File: config.mk
export PLATFORM = sky130hd
export DESIGN_NAME = vna_fifo
export DESIGN_NICKNAME = d
export VERILOG_FILES = /design/src/hw/rtl/vna_pkg.sv /design/src/hw/rtl/vna_fifo.sv
export SDC_FILE = /design/constraint.sdc
export NUM_CORES = 1
export LEC_CHECK = 0
export BUFFER_PORTS_ARGS = -buffer_cell sky130_fd_sc_hd__buf_2
export CAP_MARGIN = 25
export CELL_PAD_IN_SITES_DETAIL_PLACEMENT = 2
export CELL_PAD_IN_SITES_GLOBAL_PLACEMENT = 2
export CORE_ASPECT_RATIO = 0.75
export CORE_MARGIN = 2
export CORE_UTILIZATION = 45
export DETAILED_ROUTE_END_ITERATION = 16
export GPL_ROUTABILITY_DRIVEN = 0
export PLACE_DENSITY = 0.77
export SYNTH_ARGS = -nofsm -noshare
export SYNTH_HDL_FRONTEND = slang
export SYNTH_SLANG_ARGS = --single-unit
File: constraint.sdc
create_clock -name clk_i -period 3.9 [get_ports clk_i]
set_input_delay 0.195 -clock clk_i [delete_from_list [all_inputs] [get_ports clk_i]]
set_output_delay 0.195 -clock clk_i [all_outputs]
set_load 0.01 [all_outputs]
File: src/hw/rtl/vna_pkg.sv
`default_nettype none

package vna_pkg;

  localparam int unsigned VERTEX_DEPTH_DEF  = 1024;
  localparam int unsigned POSITION_BITS_DEF = 16;
  localparam int unsigned SUM_BITS_DEF      = 48;

  localparam int unsigned IDX_W     = 10;
  localparam int unsigned IDX_EXT_W = 17;
  localparam int unsigned FIELD_W   = 16;
  localparam int unsigned CNT_W     = 16;

  localparam int unsigned QUEUE_DEPTH = 4;
  localparam int unsigned QPTR_W      = 2;
  localparam int unsigned QCNT_W      = 3;

  localparam int unsigned MAG_W     = 31;
  localparam int unsigned SQ_W      = 64;
  localparam int unsigned ROOT_W    = 32;
  localparam int unsigned NUM_W     = 46;
  localparam int unsigned QUO_W     = 15;
  localparam int unsigned ONE_SHIFT = 14;

  typedef enum logic [1:0] {
    OP_LOAD  = 2'd0,
    OP_TRI   = 2'd1,
    OP_QUERY = 2'd2,
    OP_CLEAR = 2'd3
  } op_e;

  typedef struct packed {
    logic [1:0]               req_type;
    logic [IDX_W-1:0]         vertex_index;
    logic signed [FIELD_W-1:0] pos_x;
    logic signed [FIELD_W-1:0] pos_y;
    logic signed [FIELD_W-1:0] pos_z;
    logic [IDX_W-1:0]         corner_a;
    logic [IDX_W-1:0]         corner_b;
    logic [IDX_W-1:0]         corner_c;
  } in_t;

  typedef struct packed {
    logic [IDX_W-1:0]          normal_vertex;
    logic signed [FIELD_W-1:0] normal_x;
    logic signed [FIELD_W-1:0] normal_y;
    logic signed [FIELD_W-1:0] normal_z;
    logic                      has_normal;
  } out_t;

  typedef struct packed {
    op_e                       op;
    logic                      in_range;
    logic [IDX_W-1:0]          vertex_index;
    logic signed [FIELD_W-1:0] pos_x;
    logic signed [FIELD_W-1:0] pos_y;
    logic signed [FIELD_W-1:0] pos_z;
    logic [IDX_W-1:0]          corner_a;
    logic [IDX_W-1:0]          corner_b;
    logic [IDX_W-1:0]          corner_c;
  } cmd_t;

  typedef struct packed {
    logic              full;
    logic              empty;
    logic [QCNT_W-1:0] count;
  } q_stat_t;

  typedef struct packed {
    logic clearing;
    logic putting;
  } back_stat_t;

endpackage

`default_nettype wire

File: src/hw/rtl/vna_fifo.sv
`default_nettype none

module vna_fifo import vna_pkg::*; (
  input  wire logic clk_i,
  input  wire logic rst_ni,
  input  wire logic push_i,
  input  wire cmd_t cmd_i,
  input  wire logic pop_i,
  output logic      valid_o,
  output cmd_t      cmd_o,
  output q_stat_t   stat_o
);

  cmd_t              mem_q [QUEUE_DEPTH];
  logic [QPTR_W-1:0] wr_q, rd_q;
  logic [QCNT_W-1:0] cnt_q;
  logic              do_push, do_pop;

  always_comb begin
    stat_o.count = cnt_q;
    stat_o.empty = cnt_q == '0;
    stat_o.full  = cnt_q == QCNT_W'(QUEUE_DEPTH);
    valid_o      = ~stat_o.empty;
    cmd_o        = mem_q[rd_q];
    do_push      = push_i & ~stat_o.full;
    do_pop       = pop_i & ~stat_o.empty;
  end

  always_ff @(posedge clk_i or negedge rst_ni) begin
    if (!rst_ni) begin
      wr_q  <= '0;
      rd_q  <= '0;
      cnt_q <= '0;
    end else begin
      if (do_push) wr_q <= wr_q + 1'b1;
      if (do_pop)  rd_q <= rd_q + 1'b1;
      if (do_push && !do_pop) cnt_q <= cnt_q + 1'b1;
      else if (!do_push && do_pop) cnt_q <= cnt_q - 1'b1;
    end
  end

  always_ff @(posedge clk_i) begin
    if (do_push) mem_q[wr_q] <= cmd_i;
  end

endmodule

`default_nettype wire

==> flow_summary.yaml <==
cells_and_area:
  layout_commonest_cell: "edfxtp_1"
  final_cell_mix: "edfxtp_1 (364), buf_2 (191), dlygate4sd3_1 (93), mux4_2 (91), clkbuf_16 (41)"
  layout.nets: 929
  postLayoutCoreUtil: 0.584
  drive_gt1_frac: 0.414
  syn_to_final_growth_pct: 26.4
timing:
  max_freq_ghz: 0.351
  rsz0062_at_grt: "false"
  period_needed_ns: 2.85
  setup_violations: 0
  slew_viol_final: 0
  fin_setup_tns_ns: 0
  worst_pin_slew_ns: 0.907
  skew_ns: 0.0130
  period_share: 0.730
  hold_viol_final: 0
  relSlewSlack: 0.395
route:
  wire_per_inst_um: 29.9
  drc: 0
  wirelength_um: 37300
  viasPerCell: 5.42
  vias: 6768
  drtIter0Drc: 468
  firstDrtPassIters: 4
  ant_nets: 0
min_path:
  min_path_type: "in -> async"
synth:
  synth-seq-area-share: 0.820
  yosysTopAreaCell: "edfxtp_1"
  synth_compound_area_frac: 0
  ys_ff_latch: 371
  yosys.area_share.adder: 0.00609
  syn_avg_cell_area_um2: 26.5
  synth_top_family_by_area: "multiplexers"
  synth.area.mux_share: 0.153
  yosysWarningCount: 0
  syn_area_um2: 13500
  synth_area_leaders: "edfxtp_1 (81%), mux4_2 (15%), dfrtp_1 (1.3%)"
  syn_inst: 511
  synth_nets: 612
  yosys.area_share.xor_xnor: 0.00388
  synthSimpleGateAreaFrac: 0.00462
  synth_top_area_share: 0.807
  yosysUniqueCellTypes: 20
die:
  fp.coreArea_um2: 29300
  rows: 54
  die_y_um: 154
  start_util: 0.462
  die_w_um: 204
  die-area_um2: 31500
  ios: 192
cts:
  cts_buffer_depth: 3
  htreeDepth: 2
  postCtsSetupBuffers: 0
  holdBufCountCts: 93
  cts_root_buffer: "clkbuf_16"
  clock_latency_ns: 0.54
  cts_tree: "yes"
  post_cts_resize_count: 0
  clk_pin_slew_ns: 0.06
  cts_inserted_buffers: 38
  cts.sinks: 371
global_routing:
  grt_pass1_vias: 7755
  grt_pass1_wl_um: 54700
  grt_max_degree: 56
  grt-ovfl-total: 0
  track_usage: 0.243
  antenna_found_initial: 1
run_status:
  status: "finished clean"
placement:
  dp_hpwl_um: 22000
  port_buffers: 191
pwr:
  powerDensity_nw_per_um2: 764
  peakVddDrop_mv: 0.467
  p_leak_nw: 5.92
worst_setup_path:
  start_kind: "flop"
  crit_required_ns: 3.70
  crit_chain: "buf_4, mux4_2, buf_2"
  crit_arrival_ns: 2.65
  crit_type: "reg -> out"
  critical-path-top-delay-family: "flip-flops"
  crit_fanout: 55
  path_buf_inv: 2
  slowest_delay_ns: 1.01
  crit_path_end_kind: "output pin"
  cp_slowest_cell: "dfrtp_4"
run:
  cap_violations: 0
-- logic make-up after synthesis --
kind of cell / count (synthesis)
xor gates and xnor gates: 6
adders and majority gates: 6
buffers and inverters: 25
DFF: 371
muxes: 93
and+or+nand+nor: 10
-- synthesized netlist by cell type --
cell type / n
clkbuf_1: 1
mux2_2: 2
xnor2_1: 4
xor2_1: 2
dfrtp_1: 7
ha_1: 5
nand3_1: 1
nor3b_2: 1
fa_1: 1
buf_2: 10
nor2b_1: 1
nand2_1: 1
buf_4: 2
edfxtp_1: 364
nor2_1: 1
or3_1: 1
inv_1: 4
and2_1: 4
mux4_2: 91
buf_6: 8
-- worst reg2reg max path, delay by kind of cell (launching register included) --
| family | cells | cell delay (ns) |
|---|---|---|
| buf+inv | 1 | 0.52 |
| flops | 1 | 0.41 |
| simple gates | 3 | 1.30 |
-- stage by stage --
stage               worst slack (ns)  cells  hold slack [ns]  power (mW)  instance area (um2)
floorplan                      0.433    511           -0.101        7.94                13500
global placement                1.41   1087           0.0355        9.25                15000
detailed placement              1.29   1087           0.0494        9.51                15000
CTS                            0.999   1247           0.0200        13.2                17100
global route                   0.936   1248           0.0567        13.6                17100
finish                          1.05   1248           0.0325        13.1                17100
-- state kept, by name (all words and copies together) (netlist names) --
name / cells
cnt_q: 3
mem_q: 364
rd_q: 2
wr_q: 2
-- power breakdown --
| group | internal [mW] | switching, mW | total [mW] |
|---|---|---|---|
| clock network | 2.02 | 1.55 | 3.57 |
| logic | 1.70 | 2.03 | 3.73 |
| registers | 5.28 | 0.498 | 5.78 |
| total | 9.01 | 4.08 | 13.1 |
-- path summary, 6_finish.rpt --
path	slack (ns)	start	cells past startpoint	endpoint
setup reg to reg	1.30	cnt_q[2]$_DFFE_PN0P_	4	mem_q[1][57]$_DFFE_PP_
min in group clk_i	0.17	push_i	3	wr_q[0]$_DFFE_PN0P_
hold / removal	0.03	rst_ni	2	cnt_q[2]$_DFFE_PN0P_
hold reg to reg	0.52	cnt_q[2]$_DFFE_PN0P_	1	cnt_q[2]$_DFFE_PN0P_
max in group asynchronous	3.67	rst_ni	2	rd_q[1]$_DFFE_PN0P_
setup / recovery	1.05	rd_q[1]$_DFFE_PN0P_	3	cmd_o[2]
-- final cells by class --
| cell class | instances | area (um2) |
|---|---|---|
| Fill cell | 2374 | 12200 |
| Sequential cell | 371 | 11100 |
| Multi-Input combinational cell | 115 | 2280 |
| Timing Repair Buffer | 298 | 2040 |
| Clock buffer | 55 | 1100 |
| Tap cell | 392 | 490 |
| Clock inverter | 12 | 82.6 |
| Inverter | 4 | 15.0 |
| Antenna cell | 1 | 2.50 |
-- routing by layer --
metal  track usage  vias up  part of all wire  wire length, um
met2         0.422      253              0.52            19200
met5             0        -                 0                0
met4        0.0545        0             0.016              599
li1              -     2834                 -                -
met3        0.0485       50             0.058             2150
met1         0.320     3631              0.41            15300
(Power assumes the default switching activity.)
